File: src/hw/rtl/assert_macros.svh
// assertion macros used by the parser top level
`ifndef ASSERT_MACROS_SVH
`define ASSERT_MACROS_SVH
`ifndef SYNTHESIS
// check a property on every rising clk edge outside reset
`define CSP_ASSERT(lbl, prop) \
  lbl: assert property (@(posedge clk) disable iff (!rst_n) (prop)) \
    else $error("csp assertion failed");
// check that a condition implies another on the same edge
`define CSP_IMPLY(lbl, cond, conseq) \
  lbl: assert property (@(posedge clk) disable iff (!rst_n) (cond) |-> (conseq)) \
    else $error("csp implication failed");
`else
`define CSP_ASSERT(lbl, prop)
`define CSP_IMPLY(lbl, cond, conseq)
`endif
`endif

File: src/hw/rtl/csp_pkg.sv
// shared types, codes and helpers for the capture file stream parser
package csp_pkg;

  // parser phase
  typedef enum logic [1:0] {
    PH_FILE,
    PH_RECORD,
    PH_PAYLOAD,
    PH_HALT
  } csp_phase_t;

  // input beat op codes
  localparam logic OP_DATA = 1'b0;
  localparam logic OP_EOS  = 1'b1;

  // result kinds
  localparam logic [1:0] KIND_PAYLOAD = 2'd0;
  localparam logic [1:0] KIND_EMPTY   = 2'd1;
  localparam logic [1:0] KIND_ERROR   = 2'd2;

  // error codes
  localparam logic [2:0] ERR_NONE      = 3'd0;
  localparam logic [2:0] ERR_SHORT_HDR = 3'd1;
  localparam logic [2:0] ERR_MAGIC     = 3'd2;
  localparam logic [2:0] ERR_VERSION   = 3'd3;
  localparam logic [2:0] ERR_TRUNC     = 3'd4;

  // magic numbers as read little-endian
  localparam logic [31:0] MAGIC_US      = 32'ha1b2c3d4;
  localparam logic [31:0] MAGIC_US_SWAP = 32'hd4c3b2a1;
  localparam logic [31:0] MAGIC_NS      = 32'ha1b23c4d;
  localparam logic [31:0] MAGIC_NS_SWAP = 32'h4d3cb2a1;

  localparam logic [15:0] VERSION_REQ = 16'd2;

  // header byte positions
  localparam logic [4:0] FILE_HDR_LAST = 5'd23;
  localparam logic [4:0] REC_HDR_LAST  = 5'd15;
  localparam logic [4:0] MAGIC_END     = 5'd4;
  localparam logic [4:0] VERSION_END   = 5'd6;
  localparam logic [4:0] SEC_END       = 5'd4;
  localparam logic [4:0] FRAC_END      = 5'd8;
  localparam logic [4:0] LEN_END       = 5'd12;

  // time scaling
  localparam logic [29:0] NS_PER_SEC = 30'd1000000000;
  localparam logic [9:0]  NS_PER_US  = 10'd1000;

  function automatic logic [31:0] flip32(input logic [31:0] v);
    return {v[7:0], v[15:8], v[23:16], v[31:24]};
  endfunction

  function automatic logic [15:0] flip16(input logic [15:0] v);
    return {v[7:0], v[15:8]};
  endfunction

endpackage

File: src/hw/rtl/capture_file_stream_parser.sv
// capture file stream parser top level
// Usage: feed the capture file one byte per input beat (in_op = 0, byte on
// in_data_byte), then one beat with in_op = 1 to mark the end of the stream.
// The 24-byte file header selects byte order and micro or nanosecond
// precision and checks major version 2. Each 16-byte record header yields
// the packet's timestamp and length; each payload byte then comes out as
// one result beat with length, timestamp in ns and first/last marks. An
// empty packet gives one result beat on its last header byte. A bad magic,
// bad version, short file header or truncated payload gives one error beat
// and the block then drops every input beat until reset.
// A beat goes from the input register through parse logic into the output
// register. Throughput: one beat per cycle while out_stall is low; the
// timestamp multiplier runs two stages behind the record header and is done
// long before the header's last byte.
// Reset (rst_n low, synchronous) returns the parser to the file header.
// When out_stall is high the output register holds and in_stall rises once
// the input register is also full, so no beat is lost.
module capture_file_stream_parser import csp_pkg::*; (
  input  logic        clk,
  input  logic        rst_n,
  input  logic        in_valid,
  output logic        in_stall,
  input  logic        in_op,
  input  logic [7:0]  in_data_byte,
  output logic        out_valid,
  input  logic        out_stall,
  output logic [1:0]  out_kind,
  output logic [7:0]  out_payload_byte,
  output logic [31:0] out_packet_length,
  output logic [63:0] out_capture_ns,
  output logic        out_first_of_packet,
  output logic        out_last_of_packet,
  output logic [2:0]  out_error_code
);

`include "assert_macros.svh"

  // input register
  logic       in_v_r;
  logic       in_op_r;
  logic [7:0] in_byte_r;
  logic       in_acc;
  logic       adv;

  // parser state
  csp_phase_t  phase_r, phase_nxt;
  logic [4:0]  idx_r, idx_nxt;
  logic [31:0] magic_r, magic_nxt;
  logic [15:0] version_r, version_nxt;
  logic        swap_r, swap_nxt;
  logic        nano_r, nano_nxt;
  logic [31:0] sec_r, sec_nxt;
  logic [31:0] frac_r, frac_nxt;
  logic [31:0] len_raw_r, len_raw_nxt;
  logic [31:0] len_r, len_nxt;
  logic [31:0] left_r, left_nxt;

  // output register
  logic        out_v_r;
  logic [1:0]  kind_r, kind_nxt;
  logic [7:0]  pbyte_r, pbyte_nxt;
  logic [31:0] plen_r, plen_nxt;
  logic [63:0] ts_r, ts_nxt;
  logic        first_r, first_nxt;
  logic        last_r, last_nxt;
  logic [2:0]  err_r, err_nxt;
  logic        emit;

  // helpers
  logic [31:0] sec_eff, frac_eff, len_eff;
  logic [15:0] version_eff;
  logic [63:0] stamp;
  logic        magic_ok;

  assign adv      = in_v_r && (!out_v_r || !out_stall);
  assign in_stall = in_v_r && !adv;
  assign in_acc   = in_valid && !in_stall;

  // input register
  always_ff @(posedge clk) begin
    if (!rst_n) begin
      in_v_r <= 1'b0;
    end else if (in_acc) begin
      in_v_r <= 1'b1;
    end else if (adv) begin
      in_v_r <= 1'b0;
    end
    if (in_acc) begin
      in_op_r   <= in_op;
      in_byte_r <= in_data_byte;
    end
  end

  // byte-order correction of captured header words
  assign sec_eff     = swap_r ? flip32(sec_r) : sec_r;
  assign frac_eff    = swap_r ? flip32(frac_r) : frac_r;
  assign len_eff     = swap_r ? flip32(len_raw_r) : len_raw_r;
  assign version_eff = swap_r ? flip16(version_r) : version_r;

  csp_stamp u_stamp (
    .clk     (clk),
    .sec_i   (sec_eff),
    .frac_i  (frac_eff),
    .nano_i  (nano_r),
    .stamp_o (stamp)
  );

  assign magic_ok = (magic_r == MAGIC_US) || (magic_r == MAGIC_NS) ||
                    (magic_r == MAGIC_US_SWAP) || (magic_r == MAGIC_NS_SWAP);

  // parse one beat
  always_comb begin
    phase_nxt   = phase_r;
    idx_nxt     = idx_r;
    magic_nxt   = magic_r;
    version_nxt = version_r;
    swap_nxt    = swap_r;
    nano_nxt    = nano_r;
    sec_nxt     = sec_r;
    frac_nxt    = frac_r;
    len_raw_nxt = len_raw_r;
    len_nxt     = len_r;
    left_nxt    = left_r;
    emit        = 1'b0;
    kind_nxt    = KIND_ERROR;
    pbyte_nxt   = 8'd0;
    plen_nxt    = 32'd0;
    ts_nxt      = 64'd0;
    first_nxt   = 1'b0;
    last_nxt    = 1'b0;
    err_nxt     = ERR_NONE;
    if (adv && phase_r != PH_HALT) begin
      if (in_op_r == OP_EOS) begin
        phase_nxt = PH_HALT;
        case (phase_r)
          PH_FILE: begin
            emit    = 1'b1;
            err_nxt = ERR_SHORT_HDR;
          end
          PH_PAYLOAD: begin
            emit    = 1'b1;
            err_nxt = ERR_TRUNC;
          end
          default: begin
          end
        endcase
      end else begin
        case (phase_r)
          PH_FILE: begin
            if (idx_r < MAGIC_END) begin
              magic_nxt = {in_byte_r, magic_r[31:8]};
            end else if (idx_r < VERSION_END) begin
              version_nxt = {in_byte_r, version_r[15:8]};
            end
            if (idx_r < FILE_HDR_LAST) begin
              idx_nxt = idx_r + 5'd1;
            end else begin
              idx_nxt  = 5'd0;
              swap_nxt = (magic_r == MAGIC_US_SWAP) || (magic_r == MAGIC_NS_SWAP);
              nano_nxt = (magic_r == MAGIC_NS) || (magic_r == MAGIC_NS_SWAP);
              if (!magic_ok) begin
                phase_nxt = PH_HALT;
                emit      = 1'b1;
                err_nxt   = ERR_MAGIC;
              end else if ((swap_nxt ? flip16(version_r) : version_r) != VERSION_REQ) begin
                phase_nxt = PH_HALT;
                emit      = 1'b1;
                err_nxt   = ERR_VERSION;
              end else begin
                phase_nxt = PH_RECORD;
              end
            end
          end
          PH_RECORD: begin
            if (idx_r < SEC_END) begin
              sec_nxt = {in_byte_r, sec_r[31:8]};
            end else if (idx_r < FRAC_END) begin
              frac_nxt = {in_byte_r, frac_r[31:8]};
            end else if (idx_r < LEN_END) begin
              len_raw_nxt = {in_byte_r, len_raw_r[31:8]};
            end
            if (idx_r < REC_HDR_LAST) begin
              idx_nxt = idx_r + 5'd1;
            end else begin
              idx_nxt = 5'd0;
              len_nxt = len_eff;
              if (len_eff == 32'd0) begin
                emit      = 1'b1;
                kind_nxt  = KIND_EMPTY;
                ts_nxt    = stamp;
                first_nxt = 1'b1;
                last_nxt  = 1'b1;
              end else begin
                left_nxt  = len_eff;
                phase_nxt = PH_PAYLOAD;
              end
            end
          end
          PH_PAYLOAD: begin
            emit      = 1'b1;
            kind_nxt  = KIND_PAYLOAD;
            pbyte_nxt = in_byte_r;
            plen_nxt  = len_r;
            ts_nxt    = stamp;
            first_nxt = (left_r == len_r);
            last_nxt  = (left_r == 32'd1);
            left_nxt  = left_r - 32'd1;
            if (left_r == 32'd1) begin
              phase_nxt = PH_RECORD;
            end
          end
          default: begin
          end
        endcase
      end
    end
  end

  // parser state registers
  always_ff @(posedge clk) begin
    if (!rst_n) begin
      phase_r   <= PH_FILE;
      idx_r     <= 5'd0;
      magic_r   <= 32'd0;
      version_r <= 16'd0;
      swap_r    <= 1'b0;
      nano_r    <= 1'b0;
    end else begin
      phase_r   <= phase_nxt;
      idx_r     <= idx_nxt;
      magic_r   <= magic_nxt;
      version_r <= version_nxt;
      swap_r    <= swap_nxt;
      nano_r    <= nano_nxt;
    end
    sec_r     <= sec_nxt;
    frac_r    <= frac_nxt;
    len_raw_r <= len_raw_nxt;
    len_r     <= len_nxt;
    left_r    <= left_nxt;
  end

  // output register
  always_ff @(posedge clk) begin
    if (!rst_n) begin
      out_v_r <= 1'b0;
    end else if (emit) begin
      out_v_r <= 1'b1;
    end else if (!out_stall) begin
      out_v_r <= 1'b0;
    end
    if (emit) begin
      kind_r  <= kind_nxt;
      pbyte_r <= pbyte_nxt;
      plen_r  <= plen_nxt;
      ts_r    <= ts_nxt;
      first_r <= first_nxt;
      last_r  <= last_nxt;
      err_r   <= err_nxt;
    end
  end

  assign out_valid           = out_v_r;
  assign out_kind            = kind_r;
  assign out_payload_byte    = pbyte_r;
  assign out_packet_length   = plen_r;
  assign out_capture_ns      = ts_r;
  assign out_first_of_packet = first_r;
  assign out_last_of_packet  = last_r;
  assign out_error_code      = err_r;

  // checks
  `CSP_IMPLY(a_err_halts, out_v_r && kind_r == KIND_ERROR, phase_r == PH_HALT)
  `CSP_IMPLY(a_payload_no_err, out_v_r && kind_r != KIND_ERROR, err_r == ERR_NONE)
  `CSP_IMPLY(a_payload_left, phase_r == PH_PAYLOAD, left_r != 32'd0 && left_r <= len_r)
  `CSP_IMPLY(a_rec_idx, phase_r == PH_RECORD || phase_r == PH_PAYLOAD, idx_r <= REC_HDR_LAST)
  `CSP_ASSERT(a_no_emit_stalled, !(emit && out_v_r && out_stall))

endmodule

File: src/hw/rtl/csp_stamp.sv
// two-stage timestamp unit: seconds times 1e9 plus scaled fraction
module csp_stamp import csp_pkg::*; (
  input  logic        clk,
  input  logic [31:0] sec_i,
  input  logic [31:0] frac_i,
  input  logic        nano_i,
  output logic [63:0] stamp_o
);

  logic [61:0] prod_r, prod_nxt;
  logic [41:0] frac_r, frac_nxt;
  logic [63:0] stamp_r, stamp_nxt;

  // multiply stage
  always_comb begin
    prod_nxt = 62'(sec_i) * 62'(NS_PER_SEC);
    if (nano_i) begin
      frac_nxt = 42'(frac_i);
    end else begin
      frac_nxt = 42'(frac_i) * 42'(NS_PER_US);
    end
  end

  // sum stage
  assign stamp_nxt = 64'(prod_r) + 64'(frac_r);

  always_ff @(posedge clk) begin
    prod_r  <= prod_nxt;
    frac_r  <= frac_nxt;
    stamp_r <= stamp_nxt;
  end

  assign stamp_o = stamp_r;

endmodule
File: config.mk
export PLATFORM = sky130hd
export DESIGN_NAME = capture_file_stream_parser
export DESIGN_NICKNAME = d
export VERILOG_FILES = /design/src/hw/rtl/csp_pkg.sv /design/src/hw/rtl/capture_file_stream_parser.sv /design/src/hw/rtl/csp_stamp.sv
export VERILOG_INCLUDE_DIRS = /design/src /design/src/hw/rtl
export SDC_FILE = /design/constraint.sdc
export NUM_CORES = 2
export LEC_CHECK = 0
export BUFFER_PORTS_ARGS = -buffer_cell sky130_fd_sc_hd__buf_2
export CAP_MARGIN = 0
export CELL_PAD_IN_SITES_DETAIL_PLACEMENT = 0
export CELL_PAD_IN_SITES_GLOBAL_PLACEMENT = 1
export CORE_MARGIN = 3
export CORE_UTILIZATION = 35
export DETAILED_ROUTE_END_ITERATION = 10
export GPL_TIMING_DRIVEN = 1
export PLACE_DENSITY_LB_ADDON = 0.05
export SETUP_SLACK_MARGIN = 0.1
export SYNTH_ARGS = -nofsm -noshare
export SYNTH_HDL_FRONTEND = slang
export SYNTH_SLANG_ARGS = --single-unit
File: constraint.sdc
create_clock -name clk -period 8.25 [get_ports clk]
set_input_delay 0.825 -clock clk [delete_from_list [all_inputs] [get_ports clk]]
set_output_delay 0.825 -clock clk [all_outputs]
set_load 0.005 [all_outputs]
==> results_dict.tcl <==
set metrics [dict create \
    worstSetupEndpointType "flip-flop" \
    worstRegToRegCells 27 \
    start_kind "flip-flop" \
    leakage_nw 19.5 \
    clock_sinks 496 \
    grt_overflow 0 \
    critPathKind "reg -> reg" \
    holdCritPathClass "reg -> reg" \
    utilization_pct 39.8 \
    worst_path_max_delay_cell "dfxtp_4" \
    cts_buffers 60 \
    wire_per_inst_um 20.1 \
    worst_pin_slew_ns 1.17 \
    firstDrtPassIters 5 \
    clock_latency_ns 0.67 \
    status "finished clean" \
    start_util_pct 35.6 \
    core_area_um2 108000 \
    yosysWarnings 0 \
    antenna_found_initial 3 \
    period_share_pct 93.9 \
    clock.fmax_mhz 129 \
    p_per_area_nw_per_um2 201 \
    finalInstanceArea_um2 42900 \
    routed_wl_um 102000 \
    avgSynthCellArea_um2 11.0 \
    placed_area_um2 40700 \
    synth_top_cell_by_area "fa_1" \
    dieWidth_um 337 \
    port-buffer-count 124 \
    dp_slack_ns -0.242 \
    report.final.hold_viol_count 0 \
    vdd_drop_max_mv 0.183 \
    crit_top_cell "inv_1" \
    skew_ns 0.0603 \
    async_flop_share_pct 0 \
    syn_area_um2 38300 \
    syn_inst 3478 \
    synth-seq-cells 496 \
    hold_start "u_stamp.frac_r[0]" \
    hold_end "u_stamp.stamp_o[0]" \
    clock_path_buffers 3 \
    postSynthNetCount 4313 \
    worstPathRequired_ns 8.79 \
    grt.total_usage_pct 18.4 \
    timing.critical_path.buf_inv 8 \
    final_nets 4462 \
    num_vias 24557 \
    globalplace.congestion 0.888 \
    slew_headroom_pct 21.8 \
    io_pins 126 \
    min_period_ns 7.74 \
    cts_tree "built" \
    synth.distinct_cells 79 \
    die_h_um 337 \
    holdWs_ns 0.326 \
    timing.rr.end "u_stamp.prod_r[60]" \
    die_area_um2 114000 \
    max_stage_delay_ns 0.60 \
    path_clk_slew_ns 0.06 \
    vias_per_cell 4.83 \
    r2r_start "swap_r" \
    cp.arrival_ns 8.28 \
    num_rows 120 \
    drv_slew 0 \
    clk_root_buffer_cell "clkbuf_16" \
    synthTopCellsByCount "inv_1 (639), fa_1 (431), ha_1 (391)" \
    drt-initial-drc-count 1221 \
    reg2reg_slack_ns 0.51 \
    synth.top_cell.area_share_pct 22.5 \
    rsz0062_at_grt "no" \
    cp_top_family "adder cells" \
    dpl.hpwl_um 82700 \
    min_path_cells 0 \
    drc 0 \
    grt_pass1_wl_um 161000 \
    setup_tns_ns 0 \
    synth_area_leaders "fa_1 (23%), edfxtp_1 (22%), ha_1 (13%)" \
    grt_max_degree 99 \
    antenna_left 0 \
    ys.flop_type "edfxtp_1" \
    htree_levels 2 \
    maxCapViolCount 0 \
    syn_to_final_growth_pct 12.0 \
    first_global_vias 26820 \
    yosysMostFrequentCell "inv_1" \
    seq_area_frac_synth_pct 33.2 \
    layout_setup_ws_ns 0.505 \
    drive_gt1_share_pct 10.1 \
    setup_viol 0 \
    synth_edf_count 279 \
    cp_max_fo 16 \
]
## state kept, by name, indices dropped and copies added (netlist names), 2 cells and up
register and flops:
phase_r 2, out_error_code 3, out_kind 2, sec_r 32
left_r 32, out_payload_byte 8, idx_r 5, u_stamp.stamp_o 63
magic_r 32, len_r 32, u_stamp.prod_r 53, frac_r 32
in_byte_r 8, u_stamp.frac_r 42, out_capture_ns 63, out_packet_length 32
len_raw_r 32, version_r 16
## cells by family after synthesis
logic type / Yosys count / synth area share (%)
AOI/OAI and AO/OA: 465 / 7.78
xor gates and xnor gates: 188 / 4.30
adders and majority gates: 822 / 35.3
buffers and inverters: 718 / 7.04
DFF: 496 / 33.2
muxes: 118 / 3.30
other: 1 / 0.00978
and+or+nand+nor: 670 / 9.10
## worst register-to-register path, stage by stage, from the launching register on
cell and delay [ns]:
dfxtp_4 0.60, mux2i_4 0.44, inv_1 0.29, ha_1 0.36, inv_1 0.11, fa_1 0.52, inv_1 0.06, fa_1 0.51
inv_1 0.06, fa_1 0.47, fa_1 0.53, inv_1 0.05, fa_1 0.52, inv_1 0.07, fa_1 0.50, inv_1 0.05
ha_1 0.44, nand4_1 0.19, nor2_1 0.23, nand3_1 0.10, a21oi_1 0.18, nor3_1 0.08, buf_4 0.17, a31o_2 0.29
o311ai_2 0.34, o22ai_1 0.19, mux2i_1 0.19, o211ai_1 0.10
## layout by cell type, fill, tap and decap left out, types with 19 or more instances in the layout
cell | netlist | layout
dfxtp_1 | 217 | 215
and2_1 | 81 | 81
and3_1 | 66 | 66
a21o_1 | 71 | 71
inv_1 | 639 | 637
a31oi_1 | 19 | 19
nand2b_1 | 22 | 22
o21ai_0 | 74 | 74
buf_4 | 1 | 41
buf_2 | 0 | 124
ha_1 | 391 | 390
nor2b_1 | 32 | 32
a21oi_1 | 145 | 145
clkbuf_16 | 0 | 60
mux2i_1 | 52 | 47
nand2_1 | 161 | 161
nand3_1 | 36 | 36
nor4_1 | 25 | 25
nor3_1 | 36 | 34
fa_1 | 431 | 431
xnor2_1 | 133 | 133
nand4_1 | 21 | 21
xor2_1 | 55 | 55
edfxtp_1 | 279 | 279
a21boi_0 | 39 | 39
nor2_1 | 131 | 127
mux2_2 | 65 | 65
## power breakdown
part           switching [mW]  internal (mW)  total [mW]
Sequential              0.115           2.88        3.00
Combinational            1.69           1.16        2.85
Clock                    1.13           1.65        2.78
## worst max path at each step
stage	startpoint	endpoint	slack [ns]	depth (start not counted)
2_1_floorplan	swap_r	u_stamp.prod_r[60]	0.12	26
3_3_place_gp	swap_r	u_stamp.prod_r[60]	-0.13	25
3_5_place_dp	swap_r	u_stamp.prod_r[60]	-0.24	25
4_1_cts	swap_r	u_stamp.prod_r[60]	0.14	27
5_1_grt	swap_r	u_stamp.prod_r[60]	0.13	27
6_report	swap_r	u_stamp.prod_r[60]	0.51	27
## timing repair
action | CTS | global route
resized for setup | 4 | 7
setup buffers | 1 | 0
gates cloned | 0 | 0
hold buffers | 0 | 0
endpoints found under the setup margin | 4 | 4
## stage by stage
stage	total power [mW]	cells
detailed placement	5.91	4967
global placement	5.92	4967
global route	9.22	5082
finish	8.63	5084
CTS	8.75	5082
floorplan	5.06	3478
## layer usage
layer	global-route usage, %	part of all wire [%]	vias up
met5	0	0	-
met4	3.83	2.1	0
met3	2.13	2.9	105
met2	32.8	50	352
met1	24.1	45	12247
li1	-	-	11853
## layout make-up
cell class                 count  area, um2
fill                       10571      64900
multi-input combinational   2264      23000
sequential                   496      12700
inverter                     639       2400
tap                         1403       1760
clock buffer                  75       1620
timing repair buffer         166        943
clock inverter                39        479
antenna                        2       5.00
Note: power is estimated with default switching activity, not from simulation.
